===== src/rtl/core/sha_pkg.sv =====
// Shared constants, types and a rotate function for the SHA-256 stream hasher.
package sha_pkg;

   localparam int WordWidth = 32;
   localparam int BlockWords = 16;
   localparam int HashWords = 8;
   localparam int Rounds = 64;
   localparam int LenWidth = 64;

   localparam logic [31:0] HASH_IV [HashWords] = '{
      32'h6a09e667, 32'hbb67ae85, 32'h3c6ef372, 32'ha54ff53a,
      32'h510e527f, 32'h9b05688c, 32'h1f83d9ab, 32'h5be0cd19
   };

   localparam logic [31:0] ROUND_K [Rounds] = '{
      32'h428a2f98, 32'h71374491, 32'hb5c0fbcf, 32'he9b5dba5,
      32'h3956c25b, 32'h59f111f1, 32'h923f82a4, 32'hab1c5ed5,
      32'hd807aa98, 32'h12835b01, 32'h243185be, 32'h550c7dc3,
      32'h72be5d74, 32'h80deb1fe, 32'h9bdc06a7, 32'hc19bf174,
      32'he49b69c1, 32'hefbe4786, 32'h0fc19dc6, 32'h240ca1cc,
      32'h2de92c6f, 32'h4a7484aa, 32'h5cb0a9dc, 32'h76f988da,
      32'h983e5152, 32'ha831c66d, 32'hb00327c8, 32'hbf597fc7,
      32'hc6e00bf3, 32'hd5a79147, 32'h06ca6351, 32'h14292967,
      32'h27b70a85, 32'h2e1b2138, 32'h4d2c6dfc, 32'h53380d13,
      32'h650a7354, 32'h766a0abb, 32'h81c2c92e, 32'h92722c85,
      32'ha2bfe8a1, 32'ha81a664b, 32'hc24b8b70, 32'hc76c51a3,
      32'hd192e819, 32'hd6990624, 32'hf40e3585, 32'h106aa070,
      32'h19a4c116, 32'h1e376c08, 32'h2748774c, 32'h34b0bcb5,
      32'h391c0cb3, 32'h4ed8aa4a, 32'h5b9cca4f, 32'h682e6ff3,
      32'h748f82ee, 32'h78a5636f, 32'h84c87814, 32'h8cc70208,
      32'h90befffa, 32'ha4506ceb, 32'hbef9a3f7, 32'hc67178f2
   };

   // Word source selected by the controller when loading the block buffer
   typedef enum logic [2:0] {
      SRC_DATA,
      SRC_PAD_LAST,
      SRC_PAD80,
      SRC_ZERO,
      SRC_LEN_HI,
      SRC_LEN_LO
   } word_src_type;

   typedef struct packed {
      logic         push;       // write one word into the block buffer
      word_src_type src;
      logic         add_full;   // bit count += 32
      logic         add_last;   // bit count += 8 * valid bytes
      logic         comp_start; // load working words from hash
      logic         round_en;   // run one round
      logic         comp_end;   // fold working words into hash
      logic         clear;      // back to initial vector, zero count
   } dp_cmd_type;

   typedef struct packed {
      logic [3:0] fill;
      logic [5:0] round;
   } dp_status_type;

   function automatic logic [31:0] rotr(input logic [31:0] x, input int n);
      rotr = (x >> n) | (x << (32 - n));
   endfunction

endpackage


===== src/rtl/core/sha_datapath.sv =====
// Block buffer, message schedule, round logic and hash state.
module sha_datapath import sha_pkg::*; (
   input  logic                clock,
   input  logic                reset,
   input  dp_cmd_type          cmd,
   input  logic [31:0]         data_word,
   input  logic [2:0]          valid_bytes,
   input  logic [2:0]          out_sel,
   output dp_status_type       status,
   output logic [31:0]         digest_word
);

   logic [31:0] block_ff [BlockWords];
   logic [31:0] work_ff  [HashWords];
   logic [31:0] hash_ff  [HashWords];
   logic [LenWidth-1:0] count_ff, count_in;
   logic [3:0]  fill_ff, fill_in;
   logic [5:0]  round_ff, round_in;

   logic [2:0]  vb;
   logic [31:0] keep, pad_word, push_word;
   logic [31:0] w2, w15, s0, s1, w_new, w_t;
   logic [31:0] t1, t2, ch, maj, e_sig, a_sig;
   logic [3:0]  ti;

   assign vb = (valid_bytes > 3'd4) ? 3'd4 : valid_bytes;

   always_comb begin
      case (vb)
         3'd0:    keep = 32'h00000000;
         3'd1:    keep = 32'hff000000;
         3'd2:    keep = 32'hffff0000;
         3'd3:    keep = 32'hffffff00;
         default: keep = 32'hffffffff;
      endcase
      pad_word = (data_word & keep) | (32'h80000000 >> {vb, 3'b000});
   end

   always_comb begin
      case (cmd.src)
         SRC_DATA:     push_word = data_word;
         SRC_PAD_LAST: push_word = pad_word;
         SRC_PAD80:    push_word = 32'h80000000;
         SRC_LEN_HI:   push_word = count_ff[63:32];
         SRC_LEN_LO:   push_word = count_ff[31:0];
         default:      push_word = '0;
      endcase
   end

   // rolling 16-word schedule
   assign ti    = round_ff[3:0];
   assign w2    = block_ff[4'(ti - 4'd2)];
   assign w15   = block_ff[4'(ti - 4'd15)];
   assign s1    = rotr(w2, 17) ^ rotr(w2, 19) ^ (w2 >> 10);
   assign s0    = rotr(w15, 7) ^ rotr(w15, 18) ^ (w15 >> 3);
   assign w_new = s1 + block_ff[4'(ti - 4'd7)] + s0 + block_ff[ti];
   assign w_t   = (round_ff < 6'd16) ? block_ff[ti] : w_new;

   assign e_sig = rotr(work_ff[4], 6) ^ rotr(work_ff[4], 11) ^ rotr(work_ff[4], 25);
   assign a_sig = rotr(work_ff[0], 2) ^ rotr(work_ff[0], 13) ^ rotr(work_ff[0], 22);
   assign ch    = (work_ff[4] & work_ff[5]) ^ (~work_ff[4] & work_ff[6]);
   assign maj   = (work_ff[0] & work_ff[1]) ^ (work_ff[0] & work_ff[2])
                ^ (work_ff[1] & work_ff[2]);
   assign t1    = work_ff[7] + e_sig + ch + ROUND_K[round_ff] + w_t;
   assign t2    = a_sig + maj;

   always_comb begin
      count_in = count_ff;
      if (cmd.clear) count_in = '0;
      else if (cmd.add_full) count_in = count_ff + 64'd32;
      else if (cmd.add_last) count_in = count_ff + {58'd0, vb, 3'b000};
      fill_in  = cmd.push ? 4'(fill_ff + 4'd1) : fill_ff;
      if (cmd.clear) fill_in = '0;
      round_in = cmd.round_en ? 6'(round_ff + 6'd1) : round_ff;
   end

   always_ff @(posedge clock) begin
      if (reset) begin
         count_ff <= '0;
         fill_ff  <= '0;
         round_ff <= '0;
         for (int i = 0; i < HashWords; i++) hash_ff[i] <= HASH_IV[i];
      end else begin
         count_ff <= count_in;
         fill_ff  <= fill_in;
         round_ff <= round_in;
         if (cmd.clear) begin
            for (int i = 0; i < HashWords; i++) hash_ff[i] <= HASH_IV[i];
         end else if (cmd.comp_end) begin
            for (int i = 0; i < HashWords; i++) hash_ff[i] <= hash_ff[i] + work_ff[i];
         end
      end
   end

   always_ff @(posedge clock) begin
      if (cmd.push) block_ff[fill_ff] <= push_word;
      else if (cmd.round_en && round_ff >= 6'd16) block_ff[ti] <= w_new;
      if (cmd.comp_start) begin
         for (int i = 0; i < HashWords; i++) work_ff[i] <= hash_ff[i];
      end else if (cmd.round_en) begin
         work_ff[7] <= work_ff[6];
         work_ff[6] <= work_ff[5];
         work_ff[5] <= work_ff[4];
         work_ff[4] <= work_ff[3] + t1;
         work_ff[3] <= work_ff[2];
         work_ff[2] <= work_ff[1];
         work_ff[1] <= work_ff[0];
         work_ff[0] <= t1 + t2;
      end
   end

   assign status.fill  = fill_ff;
   assign status.round = round_ff;
   assign digest_word  = hash_ff[out_sel];

endmodule


===== src/rtl/core/sha_control.sv =====
// Controller: accepts requests, sequences padding, compression and digest output.
module sha_control import sha_pkg::*; (
   input  logic          clock,
   input  logic          reset,
   input  logic          req_valid,
   output logic          req_ready,
   input  logic [2:0]    valid_bytes,
   input  logic          last_item,
   input  dp_status_type status,
   output dp_cmd_type    cmd,
   output logic          rsp_valid,
   input  logic          rsp_ready,
   output logic [2:0]    out_sel
);

   typedef enum logic [3:0] {
      ST_IDLE, ST_COMP_INIT, ST_ROUND, ST_COMP_END,
      ST_PAD80, ST_ZERO, ST_LEN_HI, ST_LEN_LO, ST_OUT, ST_CLEAR
   } state_type;

   state_type   state_ff, state_in;
   logic        final_ff, final_in;   // compression belongs to padding tail
   logic [2:0]  sel_ff, sel_in;
   logic        accept;
   // padding still open when a block fills mid-padding
   logic        pad_pending_ff, pad_pending_in;
   logic        pad80_due_ff, pad80_due_in;

   assign req_ready = (state_ff == ST_IDLE);
   assign accept    = req_valid && req_ready;
   assign rsp_valid = (state_ff == ST_OUT);
   assign out_sel   = sel_ff;

   always_comb begin
      state_in = state_ff;
      final_in = final_ff;
      sel_in   = sel_ff;
      cmd      = '0;
      cmd.src  = SRC_DATA;
      case (state_ff)
         ST_IDLE: begin
            if (accept) begin
               cmd.push = 1'b1;
               if (!last_item) begin
                  cmd.add_full = 1'b1;
                  final_in = 1'b0;
               end else begin
                  cmd.add_last = 1'b1;
                  final_in = 1'b1;
                  cmd.src = (valid_bytes >= 3'd4) ? SRC_DATA : SRC_PAD_LAST;
               end
               if (status.fill == 4'd15) state_in = ST_COMP_INIT;
               else if (last_item) state_in = (valid_bytes >= 3'd4) ? ST_PAD80 : ST_ZERO;
            end
         end
         ST_PAD80: begin
            cmd.push = 1'b1;
            cmd.src  = SRC_PAD80;
            state_in = (status.fill == 4'd15) ? ST_COMP_INIT : ST_ZERO;
         end
         ST_ZERO: begin
            if (status.fill == 4'd14) state_in = ST_LEN_HI;
            else begin
               cmd.push = 1'b1;
               cmd.src  = SRC_ZERO;
               if (status.fill == 4'd15) state_in = ST_COMP_INIT;
            end
         end
         ST_LEN_HI: begin
            cmd.push = 1'b1;
            cmd.src  = SRC_LEN_HI;
            state_in = ST_LEN_LO;
         end
         ST_LEN_LO: begin
            cmd.push = 1'b1;
            cmd.src  = SRC_LEN_LO;
            sel_in   = '0;
            state_in = ST_COMP_INIT;
         end
         ST_COMP_INIT: begin
            cmd.comp_start = 1'b1;
            state_in = ST_ROUND;
         end
         ST_ROUND: begin
            cmd.round_en = 1'b1;
            if (status.round == 6'd63) state_in = ST_COMP_END;
         end
         ST_COMP_END: begin
            cmd.comp_end = 1'b1;
            sel_in = '0;
            if (!final_ff) state_in = ST_IDLE;
            else if (pad_pending_ff) state_in = pad80_due_ff ? ST_PAD80 : ST_ZERO;
            else state_in = ST_OUT;
         end
         ST_OUT: begin
            if (rsp_ready) begin
               sel_in = 3'(sel_ff + 3'd1);
               if (sel_ff == 3'd7) state_in = ST_CLEAR;
            end
         end
         ST_CLEAR: begin
            cmd.clear = 1'b1;
            state_in = ST_IDLE;
         end
         default: state_in = ST_IDLE;
      endcase
   end

   always_comb begin
      pad_pending_in = pad_pending_ff;
      pad80_due_in   = pad80_due_ff;
      if (accept && last_item) begin
         pad_pending_in = 1'b1;
         pad80_due_in   = (valid_bytes >= 3'd4);
      end
      if (state_ff == ST_PAD80) pad80_due_in = 1'b0;
      if (state_ff == ST_LEN_LO) pad_pending_in = 1'b0;
   end

   always_ff @(posedge clock) begin
      if (reset) begin
         state_ff       <= ST_IDLE;
         final_ff       <= 1'b0;
         sel_ff         <= '0;
         pad_pending_ff <= 1'b0;
         pad80_due_ff   <= 1'b0;
      end else begin
         pad_pending_ff <= pad_pending_in;
         pad80_due_ff   <= pad80_due_in;
         sel_ff         <= sel_in;
         final_ff       <= final_in;
         state_ff       <= state_in;
      end
   end

`ifndef SYNTHESIS
   a_no_req_while_busy: assert property (@(posedge clock) disable iff (reset)
      (state_ff != ST_IDLE) |-> !req_ready) else $error("ready while busy");
   a_rounds_from_zero: assert property (@(posedge clock) disable iff (reset)
      (state_ff == ST_COMP_INIT) |-> (status.round == 6'd0))
      else $error("round counter not at zero");
   a_out_sel_start: assert property (@(posedge clock) disable iff (reset)
      $rose(rsp_valid) |-> (out_sel == 3'd0)) else $error("digest not from word 0");
   a_clear_after_out: assert property (@(posedge clock) disable iff (reset)
      (rsp_valid && rsp_ready && out_sel == 3'd7) |=> (state_ff == ST_CLEAR))
      else $error("no clear after digest");
`endif

endmodule


===== src/rtl/core/sha256_stream_hasher.sv =====
// SHA-256 stream hasher: takes one 32-bit message word per request and,
// on the last word, pads the message and returns the eight digest words.
// A word that fills the 16-word block is followed by a compression (load,
// 64 rounds one per cycle in the shared round unit, fold). A last word adds
// the padding (0x80 marker, zero words, 64-bit length), one or two
// compressions, the eight result words (rsp_ready can stall them) and a
// reload of the initial hash. req_ready is low while padding, while a block
// compresses and while a digest is emitted.
module sha256_stream_hasher import sha_pkg::*; (
   input  logic        clock,
   input  logic        reset,
   input  logic        req_valid,
   output logic        req_ready,
   input  logic [31:0] req_data_word,
   input  logic [2:0]  req_valid_bytes,
   input  logic        req_last_item,
   output logic        rsp_valid,
   input  logic        rsp_ready,
   output logic [31:0] rsp_digest_word,
   output logic [2:0]  rsp_word_index,
   output logic        rsp_last_word
);

   dp_cmd_type    cmd;
   dp_status_type status;
   logic [2:0]    out_sel;

   sha_control u_control (
      .clock       (clock),
      .reset       (reset),
      .req_valid   (req_valid),
      .req_ready   (req_ready),
      .valid_bytes (req_valid_bytes),
      .last_item   (req_last_item),
      .status      (status),
      .cmd         (cmd),
      .rsp_valid   (rsp_valid),
      .rsp_ready   (rsp_ready),
      .out_sel     (out_sel)
   );

   sha_datapath u_datapath (
      .clock       (clock),
      .reset       (reset),
      .cmd         (cmd),
      .data_word   (req_data_word),
      .valid_bytes (req_valid_bytes),
      .out_sel     (out_sel),
      .status      (status),
      .digest_word (rsp_digest_word)
   );

   assign rsp_word_index = out_sel;
   assign rsp_last_word  = (out_sel == 3'd7);

endmodule

===== config.mk =====
export PLATFORM = sky130hd
export DESIGN_NAME = sha256_stream_hasher
export DESIGN_NICKNAME = d
export VERILOG_FILES = /design/src/rtl/core/sha_pkg.sv /design/src/rtl/core/sha_datapath.sv /design/src/rtl/core/sha_control.sv /design/src/rtl/core/sha256_stream_hasher.sv
export SDC_FILE = /design/constraint.sdc
export NUM_CORES = 2
export LEC_CHECK = 0
export BUFFER_PORTS_ARGS = -buffer_cell sky130_fd_sc_hd__buf_2
export CORE_MARGIN = 4
export CORE_UTILIZATION = 35
export DETAILED_ROUTE_END_ITERATION = 7
export PLACE_DENSITY = 0.58
export SKIP_CTS_REPAIR_TIMING = 1
export SYNTH_ARGS = -nofsm -noshare
export SYNTH_HDL_FRONTEND = slang
export SYNTH_HIERARCHICAL = 1
export SYNTH_SLANG_ARGS = --single-unit

===== constraint.sdc =====
create_clock -name clock -period 13.54 [get_ports clock]
set_input_delay 3.385 -clock clock [delete_from_list [all_inputs] [get_ports clock]]
set_output_delay 3.385 -clock clock [all_outputs]
set_load 0.05 [all_outputs]

After elaboration in Yosys (flattened, before gate mapping)
Memory sizes are Yosys's and may differ from the RTL's. A register that Yosys moved wholly into a read port is not among the register bits.
Cells that the tools add are included.
{ "op_classes": {"add_sub_neg": 26, "magnitude_cmp": 5, "shift": 1, "reduce_logical": 16, "bitwise": 54, "n_mux": 86, "n_eq_ne": 26} }
{ "ops": {"columns": ["operator", "count"], "rows": [
  ["two-way mux 32 bit", 28],
  ["adder 32 bit", 18],
  ["bitwise XOR 32 bit", 9],
  ["AND 32 bit", 6],
  ["case mux 32 bit (5 select lines)", 1],
  ["two-way mux 64 bit", 2],
  ["case mux 32 bit (4 select lines)", 1],
  ["adder 64 x 6 -> 64 bit", 1],
  ["adder 64 x 6 -> 64 bit, second input constant", 1],
  ["two-way mux 4 bit", 14],
  ["case mux 4 bit (9 select lines)", 1],
  ["NOT 32 bit", 1],
  ["bitwise OR 10 x 32 -> 32 bit", 1],
  ["bitwise OR 13 x 32 -> 32 bit", 1],
  ["bitwise OR 14 x 32 -> 32 bit", 1],
  ["bitwise OR 15 x 32 -> 32 bit", 1],
  ["bitwise OR 19 x 32 -> 32 bit", 1],
  ["bitwise OR 21 x 32 -> 32 bit", 1],
  ["bitwise OR 25 x 32 -> 32 bit", 1],
  ["bitwise OR 26 x 32 -> 32 bit", 1],
  ["bitwise OR 30 x 32 -> 32 bit", 1],
  ["bitwise OR 32 bit", 1],
  ["bitwise OR 7 x 32 -> 32 bit", 1],
  ["OR reduction 32 bit", 1],
  ["other kinds (41)", 119]
]} }
{ "word_totals": {"elab_cells": 226, "ramBits": 1024, "n_memories": 4, "rom_bits": 2048, "out_inout_bits": 38, "input_bits": 40, "regBits": 84} }
{ "memory_table": {"columns": ["name", "words", "word_bits", "rd", "rd_ports_with_merged_regs", "wr", "line_no", "rtl"], "rows": [
  ["(name not given)", 64, 32, 1, 0, 0, "sha_datapath.sv:64", "assign t1 = work_ff[7] + e_sig + ch + ROUND_K[round_ff] + w_t;"],
  ["u_datapath.block_ff", 16, 32, 4, 1, 1, "sha_datapath.sv:13", "logic [31:0] block_ff [BlockWords];"],
  ["u_datapath.hash_ff", 8, 32, 9, 1, 8, "sha_datapath.sv:15", "logic [31:0] hash_ff [HashWords];"],
  ["u_datapath.work_ff", 8, 32, 8, 0, 8, "sha_datapath.sv:14", "logic [31:0] work_ff [HashWords];"]
]} }

Depth between registers and ports, before layout
An unclocked memory read counts as a cell.
{ "depth": {"word_depth": 12, "mapped_depth": 60, "ltp_nobuf": 53} }

By module
The synthesis kept the hierarchy.
{ "modules_own_cells": {"columns": ["mod", "n_inst", "area_per_inst_um2", "cells_each"], "rows": [
  ["sha_datapath", 1, 80863.8, 7112],
  ["sha_control", 1, 726.9, 94],
  ["sha256_stream_hasher", 1, 6.3, 1]
]} }

Worst setup path after synthesis
No wires, ideal clock.
{ "synth_path": {"path_kind": "register to register", "start": "register u_datapath.round_ff[2]", "end": "memory u_datapath.work_ff[0][31] (data pin)", "arrival_time_ps": 13153, "synth_period_minus_slack_ps": 13419, "t_required_ps": 13275, "setup_slack_ps": 121, "setup_time_ps": 265, "stages_incl_launch_ff": 54, "path_cell_list": "dfxtp_1 -> clkbuf_1 -> inv_1 -> clkbuf_1 -> clkbuf_1 -> ha_1 -> clkbuf_1 -> buf_1 -> clkbuf_1 -> buf_1 -> clkbuf_1 -> mux4_2 -> fa_1 -> inv_1 -> fa_1 -> inv_1 -> ha_1 -> a21o_1 -> [... 18 more ...] -> a211o_1 -> a21oi_1 -> nor2_1 -> a41o_1 -> a21oi_1 -> o21bai_1 -> a21oi_1 -> xnor2_1 -> fa_1 -> ha_1 -> a21o_1 -> a21oi_1 -> a21boi_0 -> a311oi_1 -> o21ai_0 -> a21oi_1 -> xnor2_1 -> o21ai_1"} }
{ "synth_rtl": {"columns": ["element", "line_no", "rtl"], "rows": [
  ["start: declaration", "sha_datapath.sv:18", "logic [5:0] round_ff, round_in;"],
  ["start signal: assignment", "sha_datapath.sv:86", "round_ff <= round_in;"],
  ["end: declaration", "sha_datapath.sv:14", null]
]} }

==> reports/qor.yml <==
die:
  die_h_um: 491
  io_pins: 78
  core-area_um2: 231000
  initial_core_util_pct: 35.3
  row_count: 176
  dieArea_um2: 241000
  die_width_um: 491
sta:
  fin_skew_ns: 0.0324
  period_share_pct: 94.2
  hold_ws_ns: 0.469
  setup_violations: 0
  finalCriticalPeriod_ns: 12.75
  slew_headroom_pct: 12.9
  tightestPinTransition_ns: 1.31
  drv_slew: 0
  finalHoldViolations: 0
  setup_tns_ns: 0
  maxClockFrequency_mhz: 78.4
  rsz0062_at_grt: "false"
grt:
  grt-ovfl-total: 0
  antenna_found_initial: 9
  track_usage_pct: 22.6
  grt_pass1_vias: 59700
  grt_pass1_wl_um: 409000
  grt_max_degree: 145
routing:
  wirelength_um: 282000
  drc: 0
  drtIter0Drc: 6826
  vias_per_cell: 5.92
  ant_nets: 0
  post_drt_wl_per_cell_um: 27.3
  dr.pass1.iters: 8
  vias: 61100
setup_path:
  cp.required_ns: 14.03
  cp_max_fo: 12
  reg2reg_slack_ns: 0.79
  crit_top_cell: "a21oi_1"
  r2r_cells: 51
  r2r-start: "u_datapath/round_ff[0]$_SDFFE_PP0P_"
  critical_path_arrival_ns: 13.24
  critPathLaunch: "u_datapath/round_ff[0]$_SDFFE_PP0P_"
  crit_buf_inv: 8
  worstSetupEndpointType: "register"
  crit_type: "reg2reg"
  cpPeakStageDelay_ns: 0.65
  startpoint_type: "register"
  slowest_stage: "mux4_2"
  crit_family: "adder cells"
  worstReg2RegEnd: "u_datapath/work_ff[0][31]$_DFFE_PP_"
cts:
  cts_buffer_depth: 3
  cts_buffers: 121
  cts_tree: "built"
  h-tree-depth: 3
  cts_root_buf: "clkbuf_16"
  clkTransAtPathRegs_ns: 0.06
  clk_latency_ns: 0.79
  clock_sinks: 1109
run_status:
  status: "finished, final reports clean"
logic_synthesis:
  syn_nets: 7859
  ys.flop_type: "edfxtp_1"
  synth-edff-count: 992
  synth_top_area_share_pct: 36.5
  ys_types: 103
  syn-instance-count: 7207
  synth_top_area_cell: "edfxtp_1"
  mappedNetlistArea_um2: 81600
  async_flop_share_pct: 0
  avgSynthCellArea_um2: 11.3
  yosys_warnings: 6
  synth-seq-area-share_pct: 39.4
  synthTopCellsByArea: "edfxtp_1 37%, mux4_2 16%, ha_1 6.4%"
  ys_seq_elements: 1109
cells_and_area:
  area_growth_pct: 10.4
  nets: 7833
  final_common_cell: "nand2_1"
  drive_above_1_share_pct: 15.5
  final_cell_mix: "996 x nand2_1, 992 x edfxtp_1, 567 x mux4_2"
placed_design:
  place.gp.congestion: 0.958
  hpwl_um: 204000
  port_buffers: 77
worst_hold_path:
  hp-start: "u_control/out_sel[2]$_SDFFE_PP0P_"
  whs_path_depth: 2
  min_to: "u_control/out_sel[2]$_SDFFE_PP0P_"
  hold_path_class: "reg2reg"
run:
  drv_cap: 0
-- worst max path at each step --
stage,end,slack [ns],cells after the start
finish,u_datapath/work_ff[0][31]$_DFFE_PP_,0.79,51
global route,u_datapath/work_ff[0][31]$_DFFE_PP_,0.07,51
CTS,u_datapath/work_ff[0][31]$_DFFE_PP_,0.61,51
detailed placement,u_datapath/work_ff[0][31]$_DFFE_PP_,0.66,51
global placement,u_datapath/work_ff[0][31]$_DFFE_PP_,0.85,51
floorplan,u_datapath/work_ff[0][31]$_DFFE_PP_,0.12,53
-- metal layers --
| layer | up-vias | GRT usage (%) | part of all wire, % |
|---|---|---|---|
| li1 | 26700 | - | - |
| met1 | 30700 | 29.7 | 40 |
| met2 | 3076 | 36.2 | 46 |
| met4 | 6 | 10.5 | 5.7 |
| met3 | 632 | 4.12 | 8.5 |
| met5 | - | 0 | 0.015 |
-- cells in the mapped netlist (all sizes together), types with 9 or more instances --
library cell  count
nand2b           69
a21o            171
nor3b            16
fa              196
and3             55
o31ai            34
o221ai           12
inv             431
o22ai            25
or3              53
a221oi           10
mux2i           108
a21boi           22
nand4            36
mux4            570
xnor2           384
a21oi           373
o21ai           358
a31oi            44
nor2            419
nor2b            63
nand2          1002
a222oi           21
xor2            209
edfxtp          992
a22oi            11
and2             17
o211ai           42
a211o            13
nor3             87
dfxtp           117
a31o              9
ha              416
o21a             54
o21bai           44
a211oi           57
or2              17
nand3            67
buf              91
mux2             39
maj3             29
nand3b           10
o311ai            9
clkbuf          297
-- worst reg2reg max path: cells and delay by family, from the launching register on --
kind / cells / cell delay (ns)
buffers and inverters: 8 / 0.79
flip-flops: 1 / 0.51
XOR/XNOR: 5 / 0.84
AND/OR/NAND/NOR: 3 / 0.36
multiplexers: 2 / 0.98
AO/OA/AOI/OAI: 22 / 4.35
adder cells (fa/ha/maj): 11 / 4.65
-- sequential cells by signal, indices dropped and copies added, names as in the netlist, named ones only --
register,cells
u_control/pad80_due_ff,1
u_control/pad_pending_ff,1
u_control/final_ff,1
u_datapath/count_ff,61
u_control/state_ff,4
u_datapath/fill_ff,4
u_datapath/block_ff,512
u_datapath/work_ff,256
u_control/out_sel,3
u_datapath/round_ff,6
u_datapath/hash_ff,256
-- cells by family (layout without fill, tap and decap cells) --
logic type	after synthesis	after routing	share of synthesized area (%)
xor+xnor	595	595	6.45
flops	1109	1109	39.4
fa+ha+maj	641	641	11.5
compound gates	1382	1382	10.7
mux	717	717	17.6
other cells	0	4	0
simple gates	1943	1943	10.5
buf+inv	820	901	3.83
-- area by class of cell --
| class | instances | area [um2] |
|---|---|---|
| clock buffer | 150 | 3260 |
| multi-input combinational | 5278 | 46600 |
| sequential | 1109 | 32200 |
| inverter | 432 | 1620 |
| tap | 3026 | 3790 |
| timing repair buffer | 239 | 1830 |
| clock inverter | 80 | 817 |
| fill | 21900 | 141000 |
| antenna | 4 | 10.0 |
-- through the flow --
stage	utilization, %	setup slack [ns]	area (um2)	instances
finish	39.0	0.787	90100	10300
floorplan	-	0.121	81600	7207
global placement	37.2	0.847	85900	10100
global route	39.0	0.0691	90100	10300
CTS	39.0	0.606	90000	10300
detailed placement	37.2	0.664	85900	10100
Power is not shown: default switching activity piles up to over one toggle a cycle in this logic, so the estimate is an artifact.
